**config.mk**
```make
export PLATFORM = sky130hd
export DESIGN_NAME = ecal_fifo
export DESIGN_NICKNAME = d
export VERILOG_FILES = /design/src/design/ecal_pkg.sv /design/src/design/ecal_fifo.sv
export SDC_FILE = /design/constraint.sdc
export NUM_CORES = 1
export LEC_CHECK = 0
export ABC_AREA = 1
export BUFFER_PORTS_ARGS = -buffer_cell sky130_fd_sc_hd__buf_2
export CAP_MARGIN = 20
export CORE_AREA = 2 2 95 97
export CTS_CLUSTER_SIZE = 28
export DETAILED_ROUTE_END_ITERATION = 12
export DIE_AREA = 0 0 97 99
export HOLD_SLACK_MARGIN = 0.06
export PLACE_DENSITY_LB_ADDON = 0.05
export SYNTH_ARGS = -nofsm -noshare
export SYNTH_HDL_FRONTEND = slang
export SYNTH_SLANG_ARGS = --single-unit
export TNS_END_PERCENT = 50
```
**constraint.sdc**
```tcl
create_clock -name clk -period 3.5 [get_ports clk]
set_clock_uncertainty 0.15 [all_clocks]
set_input_delay 0.525 -clock clk [delete_from_list [all_inputs] [get_ports clk]]
set_output_delay 0.525 -clock clk [all_outputs]
set_load 0.05 [all_outputs]
```
**src/design/ecal_pkg.sv**
```systemverilog
package ecal_pkg;

    // Defaults and fixed widths
    localparam int unsigned TIME_WIDTH_DEF = 40;
    localparam int unsigned QUEUE_DEPTH    = 2;
    localparam int unsigned DIV_DIG_W      = 8;    // quotient bits per divider digit
    localparam int unsigned SOD_W          = 17;   // seconds of day, below 86400
    localparam int unsigned ERA_W          = 18;   // day of era, below 146097
    localparam int unsigned SREM_W         = 12;   // seconds within the hour
    localparam int unsigned YOE_W          = 9;    // year of era, 0..399
    localparam int unsigned MP_NUM_W       = 11;   // 5 * doy + 2
    localparam int unsigned CIVIL_SHIFT_W  = 21;

    // Calendar constants
    localparam int unsigned DAY_SECS       = 86400;
    localparam int unsigned DAY_SECS_M1    = 86399;
    localparam int unsigned HOUR_SECS      = 3600;
    localparam int unsigned MIN_SECS       = 60;
    localparam int unsigned ERA_DAYS       = 146097;
    localparam int unsigned ERA_DAYS_M1    = 146096;
    localparam int unsigned CIVIL_SHIFT    = 719468;
    localparam int unsigned CYC4_DAYS      = 1460;
    localparam int unsigned CYC100_DAYS    = 36524;
    localparam int unsigned YEAR_DAYS      = 365;
    localparam int unsigned ERA_YEARS      = 400;
    localparam int unsigned CENT_YEARS     = 100;
    localparam int unsigned MONTH5_DAYS    = 153;
    localparam int unsigned WEEK_DAYS      = 7;
    localparam int unsigned WDAY_SHIFT     = 3;    // weekday of day-of-era zero, offset
    localparam int unsigned YEARS_1900     = 1900;
    localparam int unsigned MP_JANUARY     = 10;   // March-based month index of January
    localparam int unsigned MP_TO_MON      = 2;
    localparam int unsigned MON_MARCH      = 2;

    // Reciprocal multipliers: floor(n / d) = (n * M) >> S, exact for n < 2^N
    // when S = N + clog2(d) and M = ceil(2^S / d)
    localparam int unsigned RCP_M_W  = 21;

    localparam int unsigned RCP_S_CYC4   = ERA_W + $clog2(CYC4_DAYS);
    localparam logic [RCP_M_W-1:0] RCP_M_CYC4 =
        RCP_M_W'(((64'd1 << RCP_S_CYC4) + 64'(CYC4_DAYS) - 64'd1) / 64'(CYC4_DAYS));

    localparam int unsigned RCP_S_CYC100 = ERA_W + $clog2(CYC100_DAYS);
    localparam logic [RCP_M_W-1:0] RCP_M_CYC100 =
        RCP_M_W'(((64'd1 << RCP_S_CYC100) + 64'(CYC100_DAYS) - 64'd1) / 64'(CYC100_DAYS));

    localparam int unsigned RCP_S_WEEK   = ERA_W + $clog2(WEEK_DAYS);
    localparam logic [RCP_M_W-1:0] RCP_M_WEEK =
        RCP_M_W'(((64'd1 << RCP_S_WEEK) + 64'(WEEK_DAYS) - 64'd1) / 64'(WEEK_DAYS));

    localparam int unsigned RCP_S_HOUR   = SOD_W + $clog2(HOUR_SECS);
    localparam logic [RCP_M_W-1:0] RCP_M_HOUR =
        RCP_M_W'(((64'd1 << RCP_S_HOUR) + 64'(HOUR_SECS) - 64'd1) / 64'(HOUR_SECS));

    localparam int unsigned RCP_S_YEAR   = ERA_W + $clog2(YEAR_DAYS);
    localparam logic [RCP_M_W-1:0] RCP_M_YEAR =
        RCP_M_W'(((64'd1 << RCP_S_YEAR) + 64'(YEAR_DAYS) - 64'd1) / 64'(YEAR_DAYS));

    localparam int unsigned RCP_S_MIN    = SREM_W + $clog2(MIN_SECS);
    localparam logic [RCP_M_W-1:0] RCP_M_MIN =
        RCP_M_W'(((64'd1 << RCP_S_MIN) + 64'(MIN_SECS) - 64'd1) / 64'(MIN_SECS));

    localparam int unsigned RCP_S_CENT   = YOE_W + $clog2(CENT_YEARS);
    localparam logic [RCP_M_W-1:0] RCP_M_CENT =
        RCP_M_W'(((64'd1 << RCP_S_CENT) + 64'(CENT_YEARS) - 64'd1) / 64'(CENT_YEARS));

    localparam int unsigned RCP_S_MONTH5 = MP_NUM_W + $clog2(MONTH5_DAYS);
    localparam logic [RCP_M_W-1:0] RCP_M_MONTH5 =
        RCP_M_W'(((64'd1 << RCP_S_MONTH5) + 64'(MONTH5_DAYS) - 64'd1) / 64'(MONTH5_DAYS));

    // Time of day fields, grouped once they are final
    typedef struct packed {
        logic [4:0] hour;
        logic [5:0] minute;
        logic [5:0] second;
        logic [2:0] weekday;
    } clock_t;

    // Multiply by reciprocal and shift
    function automatic logic [19:0] rcp_div(
        input logic [19:0]        num,
        input logic [RCP_M_W-1:0] mul,
        input int unsigned        shift
    );
        logic [40:0] prod;
        prod = 41'(num) * 41'(mul);
        return 20'(prod >> shift);
    endfunction

    // First day of a March-based month within the March-based year
    function automatic logic [8:0] month_start(input logic [3:0] mp);
        logic [8:0] res;
        unique case (mp)
            4'd0:    res = 9'd0;
            4'd1:    res = 9'd31;
            4'd2:    res = 9'd61;
            4'd3:    res = 9'd92;
            4'd4:    res = 9'd122;
            4'd5:    res = 9'd153;
            4'd6:    res = 9'd184;
            4'd7:    res = 9'd214;
            4'd8:    res = 9'd245;
            4'd9:    res = 9'd275;
            4'd10:   res = 9'd306;
            4'd11:   res = 9'd337;
            default: res = 9'd0;
        endcase
        return res;
    endfunction

    // Days before a January-based month in a common year
    function automatic logic [8:0] month_cum(input logic [3:0] mon);
        logic [8:0] res;
        unique case (mon)
            4'd0:    res = 9'd0;
            4'd1:    res = 9'd31;
            4'd2:    res = 9'd59;
            4'd3:    res = 9'd90;
            4'd4:    res = 9'd120;
            4'd5:    res = 9'd151;
            4'd6:    res = 9'd181;
            4'd7:    res = 9'd212;
            4'd8:    res = 9'd243;
            4'd9:    res = 9'd273;
            4'd10:   res = 9'd304;
            4'd11:   res = 9'd334;
            default: res = 9'd0;
        endcase
        return res;
    endfunction

    // Leap rule on the year taken modulo 400 (0..400)
    function automatic logic leap400(input logic [8:0] yy);
        return (yy[1:0] == 2'b00) && (yy != 9'd100) && (yy != 9'd200) && (yy != 9'd300);
    endfunction

endpackage

```
**src/design/ecal_fifo.sv**
```systemverilog
module ecal_fifo #(
    parameter int unsigned DATA_W = ecal_pkg::TIME_WIDTH_DEF - 16 + ecal_pkg::SOD_W,
    parameter int unsigned DEPTH  = ecal_pkg::QUEUE_DEPTH
) (
    input  logic              clk,
    input  logic              rst_n,
    input  logic              in_valid,
    output logic              in_ready,
    input  logic [DATA_W-1:0] in_data,
    output logic              out_valid,
    input  logic              out_ready,
    output logic [DATA_W-1:0] out_data
);

    localparam int unsigned PTR_W = (DEPTH > 1) ? $clog2(DEPTH) : 1;
    localparam int unsigned CNT_W = $clog2(DEPTH + 1);

    logic [DATA_W-1:0] mem_reg [DEPTH];
    logic [PTR_W-1:0]  wr_ptr_reg, wr_ptr_next;
    logic [PTR_W-1:0]  rd_ptr_reg, rd_ptr_next;
    logic [CNT_W-1:0]  count_reg, count_next;
    logic              push, pop;

    assign in_ready  = (count_reg != CNT_W'(DEPTH));
    assign out_valid = (count_reg != '0);
    assign out_data  = mem_reg[rd_ptr_reg];
    assign push      = in_valid && in_ready;
    assign pop       = out_valid && out_ready;

    // Pointer and fill count update
    always_comb
    begin
        wr_ptr_next = wr_ptr_reg;
        rd_ptr_next = rd_ptr_reg;
        count_next  = count_reg;
        if (push)
        begin
            wr_ptr_next = (wr_ptr_reg == PTR_W'(DEPTH - 1)) ? '0 : wr_ptr_reg + 1'b1;
        end
        if (pop)
        begin
            rd_ptr_next = (rd_ptr_reg == PTR_W'(DEPTH - 1)) ? '0 : rd_ptr_reg + 1'b1;
        end
        if (push && !pop)
        begin
            count_next = count_reg + 1'b1;
        end
        else if (pop && !push)
        begin
            count_next = count_reg - 1'b1;
        end
    end

    always_ff @(posedge clk or negedge rst_n)
    begin
        if (!rst_n)
        begin
            wr_ptr_reg <= '0;
            rd_ptr_reg <= '0;
            count_reg  <= '0;
        end
        else
        begin
            wr_ptr_reg <= wr_ptr_next;
            rd_ptr_reg <= rd_ptr_next;
            count_reg  <= count_next;
        end
    end

    // Storage
    always_ff @(posedge clk)
    begin
        if (push)
        begin
            mem_reg[wr_ptr_reg] <= in_data;
        end
    end

endmodule

```
# Yosys cells after proc, flatten, opt, wreduce, memory -nomap -nowiden
# Memories as Yosys holds them, arrays and structs flattened.
# Index checks and enable logic that the tools add are counted.
# word_totals
register_bits	4
ramBits	82
inputBits	45
mem_count	1
# mem_list
name	depth	width	read_ports	rd_clocked_by_memory_dff	write_ports	line	text
mem_reg	2	41	1	0	1	ecal_fifo.sv:18	logic [DATA_W-1:0] mem_reg [DEPTH];
# op_classes
addsub	4
eq_ne	1
muxes	6
reduce_logical	8
# ops
operator	count
$logic_and 1x1->1	4
$mux 1	4
$mux 2	2
$reduce_bool 2->1	2
$add 1x1->1 const B	2
$add 2x1->2 const B	1
$logic_not 1->1	2
$ne 2x2->1 const B	1
$sub 2x1->2 const B	1

# Depth between registers and ports, before layout
# Gate-level depths: netlist (run 1).
# depth
word_depth	6
depth_mapped	10
mapped_depth_nobuf	10

# Worst setup path after synthesis (run 1)
# Ideal clock, no wire load.
# synth_path
path_type	reg2reg
from	register count_reg[0]
to	memory mem_reg[0][0] (netlist bit) (enable)
arrival_ns	2.423
t_required_ns	2.911
setup_slack_ns	0.487
path_stages_with_launch	5
path_cell_list	dfrtp_1 -> inv_2 -> nand2_4 -> nand2_4 -> nor2_1
# synth_between
elab_chain_cells	4
# synth_lines
element	line	text
start: declaration	ecal_fifo.sv:21	logic [CNT_W-1:0] count_reg, count_next;
start signal: assignment	ecal_fifo.sv:66	count_reg <= count_next;
$ne 2x2->1	ecal_fifo.sv:24	assign in_ready = (count_reg != CNT_W'(DEPTH));
net in_ready	ecal_fifo.sv:8	output logic in_ready,
$logic_and 1x1->1	ecal_fifo.sv:27	assign push = in_valid && in_ready;
$mux 1	ecal_fifo.sv:73	if (push)
$mux 1 (implied by the code)	ecal_fifo.sv:75	mem_reg[wr_ptr_reg] <= in_data;
end: declaration	ecal_fifo.sv:18	
# The timed path passes the listed nets, and every way through them passes these cells.

# Worst setup path in the final report (run 1)
# layout_path
from	register rd_ptr_reg
to	output port out_data[18]
# layout_between
elab_chain_cells	1
# layout_lines
element	line	text
start: declaration	ecal_fifo.sv:20	logic [PTR_W-1:0] rd_ptr_reg, rd_ptr_next;
start signal: assignment	ecal_fifo.sv:65	rd_ptr_reg <= rd_ptr_next;
$mem_v2 2x41	-	
end: declaration	ecal_fifo.sv:12	output logic [DATA_W-1:0] out_data
# Every way passes these cells.

==> results.toml, run 1 <==
[setup_path]
path_max_fanout = 43
endpoint_kind = "primary output"
start_kind = "register"
crit_type = "reg2out"
required_ns = 2.82
cp_data_arrival_time_ns = 2.01

[die]
core_area_mm2 = 0.00855
row_count = 34
initial_core_util_pct = 39.0
dieWidth_um = 97
die_y_um = 99
die-area_mm2 = 0.00960
io-pin-count = 88

[synthesis]
ys_types = 17
synthesis.instances = 243
yosys_warnings = 0
syn-num-nets = 289
seq_area_frac_synth_pct = 76.8
ys_ff_latch = 86
syn_avg_cell_area_um2 = 13.7
synth_area_mm2 = 0.00334

[layout]
fin_nets = 381
mostFrequentLayoutCells = "nand2_1, buf_2, edfxtp_1"
drive_above_1_share_pct = 37.6
layout_commonest_cell = "nand2_1"
largest_reg_flops = 82
diodes = 0
syn2layout_area_growth_pct = 20.8

[placement]
dp_slack_ns = 1.13
finalWeightedCongestion = 0.700
port-buffer-count = 87
hpwl_um = 3500

[timing]
fin_crit_ns = 2.69
tns_ns = 0
post-route-period-util_pct = 76.7
hold_viol = 0
max_slew_margin_pct = 41.2
rsz0062_at_grt = "false"
fmaxAchievable_ghz = 0.372
maxSlewViolCount = 0
setup_slack_ns = 0.815
tightest_slew_ns = 0.881
whs_ns = 0.222
setup_viol = 0

[global_route]
grt_pass1_wl_um = 9350
grt_pass1_vias = 1943
grt_overflow = 0
track_usage_pct = 12.8
grt_max_degree = 44
antenna_found_initial = 0

[drt]
drc_errors = 0
vias_per_cell = 4.34
wl_per_cell_um = 13.0
final_antenna_net_count = 0
drt-total-wl_um = 5840
num_vias = 1946
drt_iter0_markers = 61
drt-pass1-iter-count = 4

[clock_network]
clk_latency_ns = 0.34
cts_setup_buffers = 0
cts_tree = "yes"
cts-root-buf = "clkbuf_8"
cts_resized = 0
numClockSinks = 86
cts_buffers = 9
clk_path_buf_depth = 2
cts-htree-levels = 3
clkSlewWorstSetupHoldPaths_ns = 0.08

[hold_path]
hold_path_class = "in2reg"

[run]
drv_cap = 0

[run_status]
status = "finished, final reports clean"
## area by class of cell
type	instances	area, µm²
Clock buffer	10	128
Clock inverter	6	76.3
Fill cell	790	4520
Inverter	7	33.8
Multi-Input combinational cell	141	636
Sequential cell	86	2560
Tap cell	108	135
Timing Repair Buffer	90	460
## worst max-delay path: stages, from the launching register on
cell     delay [ns]
dfrtp_2        0.95
inv_8          0.27
nand2_1        0.13
nand2_1        0.09
buf_2          0.22
## synth_stat cells
master / instances / area share [%]
buf_12: 1 / 0.60
buf_6: 4 / 1.3
clkbuf_8: 4 / 1.6
dfrtp_1: 4 / 3.0
edfxtp_1: 82 / 74
ha_1: 1 / 0.37
inv_1: 4 / 0.45
inv_2: 2 / 0.23
inv_8: 1 / 0.34
nand2_1: 113 / 13
nand2_2: 18 / 3.4
nand2_4: 2 / 0.67
nand3_1: 2 / 0.30
nand4_1: 1 / 0.19
nor2_1: 2 / 0.23
xnor2_1: 1 / 0.26
xor2_2: 1 / 0.49
## what timing repair did
item | 4_1_cts | 5_1_grt
hold endpoints to repair | 4 | 0
hold buffers | 1 | 0
setup endpoints to repair | 0 | 0
## logic make-up (layout without fill, tap and decap cells)
| kind of cell | count (synthesis) | in the layout | synth area share (%) |
|---|---|---|---|
| adders and majority gates | 1 | 1 | 0.375 |
| and+or+nand+nor | 138 | 138 | 17.5 |
| xor gates and xnor gates | 2 | 2 | 0.750 |
| DFF | 86 | 86 | 76.8 |
| buffers and inverters | 16 | 113 | 4.61 |
## stage by stage
step / utilization, % / area [µm²] / cells
after floorplan: - / 3340 / 243
after global placement: 44.7 / 3820 / 431
after detailed placement: 44.7 / 3820 / 431
after CTS: 47.2 / 4030 / 448
after global routing: 47.2 / 4030 / 448
final: 47.2 / 4030 / 448
## final timing paths
path                       cells after the start              to  slack (ns)         start
setup / recovery                               4    out_data[18]        0.81    rd_ptr_reg
hold / removal                                 1  mem_reg[1][26]        0.22   in_data[26]
setup reg to reg                               5   mem_reg[0][4]        1.76  count_reg[0]
hold reg to reg                                1    count_reg[0]        0.39  count_reg[0]
max in group asynchronous                      2      rd_ptr_reg        2.69         rst_n
min in group asynchronous                      2      wr_ptr_reg        0.37         rst_n
## metal layers
layer  up-vias  track usage [%]  wire length (µm)
met4         0             5.85                76
li1        992                -                 -
met3         8             3.76               343
met1       889             14.6              2470
met2        57             22.2              2950
met5         -                0                 0
Power of run 1 is left out: the tool's default activity adds up to more than one toggle a clock period on the data nets, which glitch-free logic cannot reach.
==> run 2: changes to the inputs <==
==> constraint.sdc (replaced) <==
create_clock -name clk -period 2.51 [get_ports clk]
set_clock_uncertainty 0.15 [all_clocks]
set_input_delay 0.3765 -clock clk [delete_from_list [all_inputs] [get_ports clk]]
set_output_delay 0.3765 -clock clk [all_outputs]
set_load 0.05 [all_outputs]
==> results.toml, run 2 (synthesis gave the netlist of run 1 again) <==
[global_route]
track_usage_pct = 13.2
grt_max_degree = 43
grt_overflow = 0
grt_pass1_wl_um = 9780
grt_pass1_vias = 2051
antenna_found_initial = 0

[layout]
layout.cells.non_filler = 477
largest_reg_flops = 82
fin_nets = 410
layout_commonest_cell = "nand2_1"
fillers = 756
syn2layout_area_growth_pct = 28.9
drive_above_1_share_pct = 36.6
diodes = 0
mostFrequentLayoutCells = "nand2_1, buf_2, edfxtp_1"
stdcell_area_mm2 = 0.00430

[clock_network]
clk_path_buf_depth = 2
clk_latency_ns = 0.34
clkSlewWorstSetupHoldPaths_ns = 0.08
cts_tree = "yes"
cts-htree-levels = 3
numClockSinks = 86
cts-root-buf = "clkbuf_8"
cts_buffers = 9

[die]
core_area_mm2 = 0.00855
die_y_um = 99
row_count = 34
dieWidth_um = 97
die-area_mm2 = 0.00960
initial_core_util_pct = 39.0
io-pin-count = 88

[timing]
tns_ns = 0
post-route-period-util_pct = 85.7
max_slew_margin_pct = 74.3
rsz0062_at_grt = "false"
hold_viol = 0
setup_viol = 0
fmaxAchievable_ghz = 0.465
fin_crit_ns = 2.15
tightest_slew_ns = 0.386
maxSlewViolCount = 0

[hold_path]
min_to = "mem_reg[1][21]"
hold_path_depth = 1
hold_path_class = "in2reg"
min-delay-start = "in_data[21]"

[placement]
finalWeightedCongestion = 0.679
hpwl_um = 3710
placed_cell_area_mm2 = 0.00385
dp.cells = 435
port-buffer-count = 87

[setup_path]
rr_endpoint = "mem_reg[0][2]"
crit_type = "reg2out"
rr_worst_depth = 5
rr_startpoint = "count_reg[0]"
endpoint_kind = "primary output"
required_ns = 1.98
start_kind = "register"
path_max_fanout = 19
cp_data_arrival_time_ns = 1.62
rrSetupSlack_ns = 0.92

[pwr]
power_leakage_nw = 1.85
p_per_area_mw_per_mm2 = 1330
irDropWorstVdd_mv = 0.490

[drt]
num_vias = 2026
wl_per_cell_um = 12.5
drc_errors = 0
vias_per_cell = 4.25
drt-pass1-iter-count = 4
drt_iter0_markers = 98
final_antenna_net_count = 0
drt-total-wl_um = 5970

[run_status]
status = "finished, final reports clean"

[run]
drv_cap = 0
-- run 2: through the flow --
stage	worst slack, ns	util [%]	power (mW)	hold WS, ns
floorplan	-0.503	-	4.33	-0.0691
global placement	0.732	45.0	4.85	0.0462
detailed placement	0.712	45.0	4.85	0.0471
CTS	0.328	50.2	5.82	0.0601
global route	0.231	50.3	6.08	0.0613
finish	0.359	50.3	5.73	0.0767
-- run 2: worst max path at each step --
stage / startpoint / to / slack, ns / depth (start not counted)
after floorplan: count_reg[0] / mem_reg[0][0] / -0.50 / 4
after global placement: rd_ptr_reg / out_data[19] / 0.73 / 4
after detailed placement: rd_ptr_reg / out_data[20] / 0.71 / 4
after CTS: rd_ptr_reg / out_data[20] / 0.33 / 4
after global routing: rd_ptr_reg / out_data[2] / 0.23 / 4
final: rd_ptr_reg / out_data[20] / 0.36 / 4
-- run 2: timing repair --
action	CTS	global route
endpoints found under the hold margin	50	2
buffers inserted	0	0
resized for setup	0	0
hold buffers	25	1
-- run 2: worst max-delay path, cell delays in order (launching register included) --
cell and delay (ns):
dfrtp_2 0.54, buf_4 0.31, nand2_1 0.08, nand2_1 0.09, buf_2 0.26
-- run 2: final cells by class --
cell class	instances	area, µm²	share of cell area [%]
Timing Repair Buffer	119	741	17.2
Tap cell	108	135	3.14
Multi-Input combinational cell	141	636	14.8
Sequential cell	86	2560	59.6
Inverter	7	33.8	0.786
Clock inverter	6	63.8	1.48
Clock buffer	10	128	2.97
-- run 2: where the power goes --
group,switching [mW],internal (mW)
clock,0.468,0.458
combinational,2.14,0.579
sequential,0.125,1.96
-- run 2: layer usage --
metal	routed length [µm]	GRT usage (%)	share of wire, %	vias to the layer above
met5	0	0	0	-
met4	121	5.85	2.0	0
met3	336	3.62	5.6	10
met2	2980	22.3	50	54
met1	2540	15.9	43	913
li1	-	-	-	1049
(Power assumes the default switching activity.)
