File: config.mk
export PLATFORM = sky130hd
export DESIGN_NAME = ecal_front
export DESIGN_NICKNAME = d
export VERILOG_FILES = /design/src/design/ecal_pkg.sv /design/src/design/ecal_cdiv.sv /design/src/design/ecal_front.sv
export SDC_FILE = /design/constraint.sdc
export NUM_CORES = 2
export LEC_CHECK = 0
export BUFFER_PORTS_ARGS = -buffer_cell sky130_fd_sc_hd__buf_2
export CORE_MARGIN = 3
export CORE_UTILIZATION = 45
export CTS_CLUSTER_DIAMETER = 50
export CTS_CLUSTER_SIZE = 25
export DETAILED_ROUTE_END_ITERATION = 12
export PLACE_DENSITY = 0.7
export SKIP_CTS_REPAIR_TIMING = 1
export SLEW_MARGIN = 20
export SYNTH_ARGS = -nofsm -noshare
export SYNTH_HDL_FRONTEND = slang
export SYNTH_HIERARCHICAL = 1
export SYNTH_SLANG_ARGS = --single-unit
File: constraint.sdc
create_clock -name clk -period 11.35 [get_ports clk]
set_input_delay 0.5675 -clock clk [delete_from_list [all_inputs] [get_ports clk]]
set_output_delay 0.5675 -clock clk [all_outputs]
set_load 0.01 [all_outputs]
File: src/design/ecal_pkg.sv
package ecal_pkg;

    // Defaults and fixed widths
    localparam int unsigned TIME_WIDTH_DEF = 40;
    localparam int unsigned QUEUE_DEPTH    = 2;
    localparam int unsigned DIV_DIG_W      = 8;    // quotient bits per divider digit
    localparam int unsigned SOD_W          = 17;   // seconds of day, below 86400
    localparam int unsigned ERA_W          = 18;   // day of era, below 146097
    localparam int unsigned SREM_W         = 12;   // seconds within the hour
    localparam int unsigned YOE_W          = 9;    // year of era, 0..399
    localparam int unsigned MP_NUM_W       = 11;   // 5 * doy + 2
    localparam int unsigned CIVIL_SHIFT_W  = 21;

    // Calendar constants
    localparam int unsigned DAY_SECS       = 86400;
    localparam int unsigned DAY_SECS_M1    = 86399;
    localparam int unsigned HOUR_SECS      = 3600;
    localparam int unsigned MIN_SECS       = 60;
    localparam int unsigned ERA_DAYS       = 146097;
    localparam int unsigned ERA_DAYS_M1    = 146096;
    localparam int unsigned CIVIL_SHIFT    = 719468;
    localparam int unsigned CYC4_DAYS      = 1460;
    localparam int unsigned CYC100_DAYS    = 36524;
    localparam int unsigned YEAR_DAYS      = 365;
    localparam int unsigned ERA_YEARS      = 400;
    localparam int unsigned CENT_YEARS     = 100;
    localparam int unsigned MONTH5_DAYS    = 153;
    localparam int unsigned WEEK_DAYS      = 7;
    localparam int unsigned WDAY_SHIFT     = 3;    // weekday of day-of-era zero, offset
    localparam int unsigned YEARS_1900     = 1900;
    localparam int unsigned MP_JANUARY     = 10;   // March-based month index of January
    localparam int unsigned MP_TO_MON      = 2;
    localparam int unsigned MON_MARCH      = 2;

    // Reciprocal multipliers: floor(n / d) = (n * M) >> S, exact for n < 2^N
    // when S = N + clog2(d) and M = ceil(2^S / d)
    localparam int unsigned RCP_M_W  = 21;

    localparam int unsigned RCP_S_CYC4   = ERA_W + $clog2(CYC4_DAYS);
    localparam logic [RCP_M_W-1:0] RCP_M_CYC4 =
        RCP_M_W'(((64'd1 << RCP_S_CYC4) + 64'(CYC4_DAYS) - 64'd1) / 64'(CYC4_DAYS));

    localparam int unsigned RCP_S_CYC100 = ERA_W + $clog2(CYC100_DAYS);
    localparam logic [RCP_M_W-1:0] RCP_M_CYC100 =
        RCP_M_W'(((64'd1 << RCP_S_CYC100) + 64'(CYC100_DAYS) - 64'd1) / 64'(CYC100_DAYS));

    localparam int unsigned RCP_S_WEEK   = ERA_W + $clog2(WEEK_DAYS);
    localparam logic [RCP_M_W-1:0] RCP_M_WEEK =
        RCP_M_W'(((64'd1 << RCP_S_WEEK) + 64'(WEEK_DAYS) - 64'd1) / 64'(WEEK_DAYS));

    localparam int unsigned RCP_S_HOUR   = SOD_W + $clog2(HOUR_SECS);
    localparam logic [RCP_M_W-1:0] RCP_M_HOUR =
        RCP_M_W'(((64'd1 << RCP_S_HOUR) + 64'(HOUR_SECS) - 64'd1) / 64'(HOUR_SECS));

    localparam int unsigned RCP_S_YEAR   = ERA_W + $clog2(YEAR_DAYS);
    localparam logic [RCP_M_W-1:0] RCP_M_YEAR =
        RCP_M_W'(((64'd1 << RCP_S_YEAR) + 64'(YEAR_DAYS) - 64'd1) / 64'(YEAR_DAYS));

    localparam int unsigned RCP_S_MIN    = SREM_W + $clog2(MIN_SECS);
    localparam logic [RCP_M_W-1:0] RCP_M_MIN =
        RCP_M_W'(((64'd1 << RCP_S_MIN) + 64'(MIN_SECS) - 64'd1) / 64'(MIN_SECS));

    localparam int unsigned RCP_S_CENT   = YOE_W + $clog2(CENT_YEARS);
    localparam logic [RCP_M_W-1:0] RCP_M_CENT =
        RCP_M_W'(((64'd1 << RCP_S_CENT) + 64'(CENT_YEARS) - 64'd1) / 64'(CENT_YEARS));

    localparam int unsigned RCP_S_MONTH5 = MP_NUM_W + $clog2(MONTH5_DAYS);
    localparam logic [RCP_M_W-1:0] RCP_M_MONTH5 =
        RCP_M_W'(((64'd1 << RCP_S_MONTH5) + 64'(MONTH5_DAYS) - 64'd1) / 64'(MONTH5_DAYS));

    // Time of day fields, grouped once they are final
    typedef struct packed {
        logic [4:0] hour;
        logic [5:0] minute;
        logic [5:0] second;
        logic [2:0] weekday;
    } clock_t;

    // Multiply by reciprocal and shift
    function automatic logic [19:0] rcp_div(
        input logic [19:0]        num,
        input logic [RCP_M_W-1:0] mul,
        input int unsigned        shift
    );
        logic [40:0] prod;
        prod = 41'(num) * 41'(mul);
        return 20'(prod >> shift);
    endfunction

    // First day of a March-based month within the March-based year
    function automatic logic [8:0] month_start(input logic [3:0] mp);
        logic [8:0] res;
        unique case (mp)
            4'd0:    res = 9'd0;
            4'd1:    res = 9'd31;
            4'd2:    res = 9'd61;
            4'd3:    res = 9'd92;
            4'd4:    res = 9'd122;
            4'd5:    res = 9'd153;
            4'd6:    res = 9'd184;
            4'd7:    res = 9'd214;
            4'd8:    res = 9'd245;
            4'd9:    res = 9'd275;
            4'd10:   res = 9'd306;
            4'd11:   res = 9'd337;
            default: res = 9'd0;
        endcase
        return res;
    endfunction

    // Days before a January-based month in a common year
    function automatic logic [8:0] month_cum(input logic [3:0] mon);
        logic [8:0] res;
        unique case (mon)
            4'd0:    res = 9'd0;
            4'd1:    res = 9'd31;
            4'd2:    res = 9'd59;
            4'd3:    res = 9'd90;
            4'd4:    res = 9'd120;
            4'd5:    res = 9'd151;
            4'd6:    res = 9'd181;
            4'd7:    res = 9'd212;
            4'd8:    res = 9'd243;
            4'd9:    res = 9'd273;
            4'd10:   res = 9'd304;
            4'd11:   res = 9'd334;
            default: res = 9'd0;
        endcase
        return res;
    endfunction

    // Leap rule on the year taken modulo 400 (0..400)
    function automatic logic leap400(input logic [8:0] yy);
        return (yy[1:0] == 2'b00) && (yy != 9'd100) && (yy != 9'd200) && (yy != 9'd300);
    endfunction

endpackage

File: src/design/ecal_cdiv.sv
module ecal_cdiv #(
    parameter int unsigned      NUM_W  = ecal_pkg::TIME_WIDTH_DEF - 1,
    parameter int unsigned      DEN_W  = ecal_pkg::SOD_W,
    parameter logic [DEN_W-1:0] DEN    = DEN_W'(ecal_pkg::DAY_SECS),
    parameter int unsigned      SIDE_W = 1
) (
    input  logic              clk,
    input  logic              rst_n,
    input  logic              en,
    input  logic              in_valid,
    input  logic [NUM_W-1:0]  in_num,
    input  logic [SIDE_W-1:0] in_side,
    output logic              out_valid,
    output logic [NUM_W-1:0]  out_quo,
    output logic [DEN_W-1:0]  out_rem,
    output logic [SIDE_W-1:0] out_side
);

    // Long division a digit at a time, two stages per digit: reciprocal quotient, then remainder
    localparam int unsigned     DIG_W = ecal_pkg::DIV_DIG_W;
    localparam int unsigned     NDIG  = (NUM_W + DIG_W - 1) / DIG_W;
    localparam int unsigned     PAD_W = NDIG * DIG_W;
    localparam int unsigned     X_W   = DEN_W + DIG_W;
    localparam int unsigned     SH    = X_W + DEN_W;
    localparam longint unsigned M_VAL = ((64'd1 << SH) + 64'(DEN) - 64'd1) / 64'(DEN);
    localparam int unsigned     M_W   = $clog2(M_VAL + 64'd1);
    localparam logic [M_W-1:0]  RCP_M = M_W'(M_VAL);
    localparam int unsigned     P_W   = X_W + M_W;

    // Digit taps; index 0 is the input, index s+1 the output of digit s
    logic              vld  [NDIG+1];
    logic [PAD_W-1:0]  word [NDIG+1];
    logic [DEN_W-1:0]  rmd  [NDIG+1];
    logic [SIDE_W-1:0] side [NDIG+1];

    assign vld[0]  = in_valid;
    assign word[0] = PAD_W'(in_num);
    assign rmd[0]  = '0;
    assign side[0] = in_side;

    // The word shifts numerator digits out at the top and quotient digits in at the bottom
    for (genvar s = 0; s < NDIG; s++)
    begin : g_digit
        logic [X_W-1:0]    part;
        logic [P_W-1:0]    prod;
        logic [DIG_W-1:0]  q_next;
        logic [DEN_W-1:0]  rmd_next;
        logic [PAD_W-1:0]  word_next;
        logic              vld_a_reg;
        logic              vld_b_reg;
        logic [X_W-1:0]    part_reg;
        logic [DIG_W-1:0]  q_reg;
        logic [PAD_W-1:0]  word_a_reg;
        logic [PAD_W-1:0]  word_b_reg;
        logic [DEN_W-1:0]  rmd_reg;
        logic [SIDE_W-1:0] side_a_reg;
        logic [SIDE_W-1:0] side_b_reg;

        // Partial dividend below DEN * 2^DIG_W, so the quotient digit is exact
        always_comb
        begin
            part   = {rmd[s], word[s][PAD_W-1 -: DIG_W]};
            prod   = P_W'(part) * P_W'(RCP_M);
            q_next = DIG_W'(prod >> SH);
        end

        // Remainder of the digit, quotient digit shifted in
        always_comb
        begin
            rmd_next  = DEN_W'(part_reg - X_W'(q_reg) * X_W'(DEN));
            word_next = {word_a_reg[PAD_W-DIG_W-1:0], q_reg};
        end

        always_ff @(posedge clk or negedge rst_n)
        begin
            if (!rst_n)
            begin
                vld_a_reg <= 1'b0;
                vld_b_reg <= 1'b0;
            end
            else if (en)
            begin
                vld_a_reg <= vld[s];
                vld_b_reg <= vld_a_reg;
            end
        end

        always_ff @(posedge clk)
        begin
            if (en)
            begin
                part_reg   <= part;
                q_reg      <= q_next;
                word_a_reg <= word[s];
                side_a_reg <= side[s];
                word_b_reg <= word_next;
                rmd_reg    <= rmd_next;
                side_b_reg <= side_a_reg;
            end
        end

        assign vld[s+1]  = vld_b_reg;
        assign word[s+1] = word_b_reg;
        assign rmd[s+1]  = rmd_reg;
        assign side[s+1] = side_b_reg;
    end

    assign out_valid = vld[NDIG];
    assign out_quo   = word[NDIG][NUM_W-1:0];
    assign out_rem   = rmd[NDIG];
    assign out_side  = side[NDIG];

endmodule

File: src/design/ecal_front.sv
module ecal_front #(
    parameter int unsigned TIME_WIDTH = ecal_pkg::TIME_WIDTH_DEF
) (
    input  logic                         clk,
    input  logic                         rst_n,
    input  logic                         in_valid,
    output logic                         in_ready,
    input  logic [TIME_WIDTH-1:0]        epoch_seconds,
    output logic                         out_valid,
    input  logic                         out_ready,
    output logic [TIME_WIDTH-17:0]       out_days,
    output logic [ecal_pkg::SOD_W-1:0]   out_sod
);

    localparam int unsigned NUM_W = TIME_WIDTH - 1;
    localparam int unsigned DAY_W = TIME_WIDTH - 16;

    logic                       en;
    logic                       neg;
    logic [NUM_W-1:0]           mag;
    logic                       div_valid;
    logic [NUM_W-1:0]           div_quo;
    logic [ecal_pkg::SOD_W-1:0] div_rem;
    logic                       div_neg;
    logic [DAY_W-1:0]           days_pos;

    // Negative times divide the one's complement, then fold back to a floor
    assign neg = epoch_seconds[TIME_WIDTH-1];
    assign mag = neg ? ~epoch_seconds[NUM_W-1:0] : epoch_seconds[NUM_W-1:0];

    // Pipeline moves whenever its last stage is free or being drained
    assign en       = !div_valid || out_ready;
    assign in_ready = en;

    ecal_cdiv #(
        .NUM_W  (NUM_W),
        .DEN_W  (ecal_pkg::SOD_W),
        .DEN    (ecal_pkg::SOD_W'(ecal_pkg::DAY_SECS)),
        .SIDE_W (1)
    ) u_day_div (
        .clk       (clk),
        .rst_n     (rst_n),
        .en        (en),
        .in_valid  (in_valid),
        .in_num    (mag),
        .in_side   (neg),
        .out_valid (div_valid),
        .out_quo   (div_quo),
        .out_rem   (div_rem),
        .out_side  (div_neg)
    );

    // floor(-(u+1)/d) = ~q, seconds of day mirrored
    assign days_pos  = {1'b0, div_quo[DAY_W-2:0]};
    assign out_valid = div_valid;
    assign out_days  = div_neg ? ~days_pos : days_pos;
    assign out_sod   = div_neg ? ecal_pkg::SOD_W'(ecal_pkg::DAY_SECS_M1) - div_rem : div_rem;

endmodule

* Yosys cells after proc, flatten, opt, wreduce, memory -nomap -nowiden
Index checks and enable logic that the tools add are counted.
** Word-level totals
- Output and inout bits :: 43
- Register bits :: 546
- Word-level logic and storage cells :: 67
** Operators by class
- $add $sub $neg :: 6
- Multipliers :: 9
- Muxes and demuxes :: 3
- Bitwise gates (word level) :: 2
- Reduce and logical (&&, ||, !) cells :: 2
** Operators with widths (number)
- 25-bit by 26-bit multiplier with 50-bit output, second input constant :: 4
- 17-bit subtractor :: 4
- 8-bit by 10-bit multiplier with 10-bit output, second input constant :: 5
- 39-bit two-way mux :: 1
- 39-bit inverter :: 1
- 24-bit two-way mux :: 1
- 23-bit inverter with 24-bit output :: 1
- 17-bit two-way mux :: 1
- 17-bit subtractor, first input constant :: 1
- 7-bit by 17-bit subtractor with 17-bit output :: 1
- 1-bit logical NOT :: 1
- 1-bit logical OR :: 1

* Longest topological paths before layout
- Depth in word-level cells :: 2
- Gate-level depth with buffers :: 25
- Gate-level depth less buffers :: 25

* By module
Netlist, hierarchy kept.
** Modules (own cells, without submodules)
- ecal_cdiv :: times used 1, seq. area each 12922.4 sq um, cells each 4087, area each 48889.4 sq um
- ecal_front :: times used 1, seq. area each 0.0 sq um, cells each 106, area each 847.1 sq um

* Least setup slack after synthesis
OpenSTA, ideal clock, no wires.
- Kind :: input -> register
- From :: input out_ready
- To :: register u_day_div.g_digit[0].vld_a_reg
- Setup time :: 0.125 ns
- Data arrival time :: 11.700 ns
- Setup slack :: -0.475 ns
- Required time :: 11.225 ns
- Buffers on the path :: 1
- Stages on the path :: 3
- Cell sequence :: nand2b_1 -> clkbuf_1 -> mux2_2
** Between the ends
- Cells in the longest elaborated chain, start to end :: 1
** Ends and longest elaborated chain
- from (decl) :: line ecal_front.sv:10 : input logic out_ready,
- 1-bit logical OR :: line ecal_front.sv:32 : assign en = !div_valid || out_ready;
- to (signal assigned) :: line ecal_cdiv.sv:83 : vld_a_reg <= vld[s];
- to (decl) :: line ecal_cdiv.sv:49 : logic vld_a_reg;
Every way passes these cells.
A chain may end at the register's enable or synchronous reset.

* Final worst setup path
- From :: register u_day_div.g_digit[2].rmd_reg[8]
- To :: register u_day_div.g_digit[3].q_reg[7], data pin
** Between the ends
- Cells in the longest elaborated chain, start to end :: 1
** Ends and longest elaborated chain
- from (decl) :: line ecal_cdiv.sv:55 : logic [DEN_W-1:0] rmd_reg;
- from (signal assigned) :: line ecal_cdiv.sv:97 : rmd_reg <= rmd_next;
- 25-bit by 26-bit multiplier with 50-bit output :: line ecal_cdiv.sv:63 : prod = P_W'(part) * P_W'(RCP_M);
- net u_day_div.g_digit[3].prod[49] :: line ecal_cdiv.sv:45 : logic [P_W-1:0] prod;
- to (signal assigned) :: line ecal_cdiv.sv:93 : q_reg <= q_next;
- to (decl) :: line ecal_cdiv.sv:52 : logic [DIG_W-1:0] q_reg;
The timed path passes the listed nets, and every way through them passes these cells.

==> summary.md <==
| Metric | Value |
|---|---|
| Outcome | `finished clean` |
| H-tree levels | `2` |
| CTS tree | `yes` |
| R2R cell count | `21` |
| Worst-Margin Slew | `0.995 ns` |
| Initial Util | `45.7%` |
| Clock Tree Root | `clkbuf_16` |
| CP arrival | `7.60 ns` |
| IO Port Bufs | `86` |
| Max reg flops | `125` |
| Final setup slack of the worst path | `4.14 ns` |
| DRC Markers | `0` |
| Mean routed wirelength per cell | `16.7 microns` |
| Depth of the worst hold-timing path | `2` |
| Clk slew on worst S/H paths | `0.06 ns` |
| DR pass1 iterations | `4` |
| CP Max Fanout | `9` |
| DP Worst Slack | `4.25 ns` |
| Max_slew headroom | `33.7%` |
| Nets@finish | `6151` |
| CP required | `11.73 ns` |
| Max-cap viol count | `0` |
| Worst hold path type | `in -> reg` |
| Final worst-path cycle share | `63.6%` |
| Largest net degree at the start of global routing | `165` |
| CTS sink count | `420` |
| Fin Clk Skew | `0.0246 ns` |
| Slew Limit Fails | `0` |
| Fmax | `139 MHz` |
| Area grow syn2layout | `8.34%` |
| CP bufs+invs | `4` |
| Vias | `28.0k` |
| Die height | `337 microns` |
| Antenna violations before repair | `0` |
| N_diodes | `0` |
| Chip Width | `337 microns` |
| Fillers | `9534` |
| Worst-Skew Late Latency | `0.64 ns` |
| Post-synthesis average cell area | `11.8 sq um` |
| Num rows | `120` |
| Critical path type | `reg -> reg` |
| Fin Setup TNS | `0 ns` |
| Placement-stage cell area | `51500 sq um` |
| Count of final setup violators | `0` |
| Final Hold Viols | `0` |
| Worst Setup End Kind | `flop` |
| Gr ovfl total | `0` |
| Cts bufs inserted | `53` |
| RSZ-0062 raised after global routing | `false` |
| Die area | `113000 sq um` |
| Tmin final | `7.21 ns` |
| GRT Resource Usage Total | `17.8%` |
| Critical Path Start Type | `flop` |
| Synth Net Count | `6011` |
| Layout cells sized above 1 | `4.99%` |
| Critical path depth | `21` |
| # IOs | `87` |
| Gate count of the mapped netlist | `4166` |
| Design area | `53400 sq um` |
| Vias per inst | `4.86` |
| Clk buf depth | `3` |
| RePlAce Congestion | `0.933` |
| Syn. warnings | `6` |
| Critical path, cell by cell | `ha_1 -> fa_1 -> inv_1 -> fa_1 -> fa_1 -> inv_1 -> fa_1 -> inv_1 -> fa_1 -> fa_1 -> inv_1 -> ha_1 -> a2111oi_0 -> o21ai_0 -> o211ai_1 -> o211ai_1 -> a211oi_1 -> o21ai_1 -> a211oi_2 -> o21bai_1 -> xnor2_1` |
| Crit path max-delay family | `adder cells` |
| Area of the mapped netlist | `49300 sq um` |
| Post-DP HPWL | `80.4 mm` |
| CP max stage delay | `0.75 ns` |
| First-pass GRT wire length | `158 mm` |
| CP most frequent cell | `fa_1` |
| Slowest CP cell | `a211oi_1` |
| Final antenna-violating net count | `0` |
| Final wirelength | `96.3 mm` |
| Core area | `108000 sq um` |
| Iter 0 DRT Violations | `1002` |
| Final core utilization | `49.5%` |
| Vias in the first global route | `30.5k` |
[layer usage]
| metal | GRT usage [%] | up-vias | wire length [microns] |
|---|---|---|---|
| met3 | 2.35 | 157 | 3150 |
| met2 | 31.9 | 392 | 48700 |
| met1 | 22.2 | 13807 | 41000 |
| met5 | 0 | - | 0 |
| met4 | 5.94 | 0 | 3400 |
| li1 | - | 13594 | - |
[layout make-up]
| cell class | count | area [sq um] | share of cell area, % |
|---|---|---|---|
| clock buffers | 53 | 1330 | 2.48 |
| flip-flops and latches | 420 | 12600 | 23.5 |
| clock inverters | 47 | 561 | 1.05 |
| repair buffers | 96 | 520 | 0.975 |
| inverters | 1251 | 4700 | 8.80 |
| multi-input cells | 2484 | 32000 | 59.9 |
| well taps | 1403 | 1760 | 3.29 |
[metrics by stage]
stage               hold WS (ns)  std cells
finish                     0.165       5754
global route               0.137       5754
CTS                       -0.264       5753
detailed placement         0.405       5653
global placement           0.400       5653
floorplan                  0.272       4166
[worst paths after layout]
| kind | startpoint | endpoint | slack [ns] |
|---|---|---|---|
| worst min register to register | u_day_div/g_digit[3].word_a_reg[26]$_DFFE_PP_ | u_day_div/g_digit[3].word_b_reg[34]$_DFFE_PP_ | 0.41 |
| worst max-delay path | u_day_div/g_digit[2].rmd_reg[8]$_DFFE_PP_ | u_day_div/g_digit[3].q_reg[7]$_DFFE_PP_ | 4.14 |
| max in group asynchronous | rst_n | u_day_div/g_digit[0].vld_b_reg$_DFFE_PN0P_ | 10.85 |
| min in group asynchronous | rst_n | u_day_div/g_digit[2].vld_b_reg$_DFFE_PN0P_ | 0.32 |
| worst min-delay path | in_valid | u_day_div/g_digit[0].vld_a_reg$_DFFE_PN0P_ | 0.17 |
| worst max register to register | u_day_div/g_digit[2].rmd_reg[8]$_DFFE_PP_ | u_day_div/g_digit[3].q_reg[7]$_DFFE_PP_ | 4.14 |
[cells in the final DEF (no fill, tap or decap), drive strengths merged, types with 8 or more instances in the layout]
cell type / n
edfxtp: 410
clkinv: 16
a21oi: 96
nor2b: 19
nand4: 22
o21bai: 15
fa: 647
o21ai: 58
nor3: 9
xnor2: 76
xor2: 102
a21o: 55
a211oi: 9
nand2b: 13
dfrtp: 10
inv: 1277
o21a: 8
ha: 1154
nand3: 20
buf: 95
nand2: 56
mux2: 10
a31oi: 10
nor2: 43
clkbuf: 53
Power is left out: the tool's default activity adds up to more than one toggle a clock period on the data nets, which glitch-free logic cannot reach.
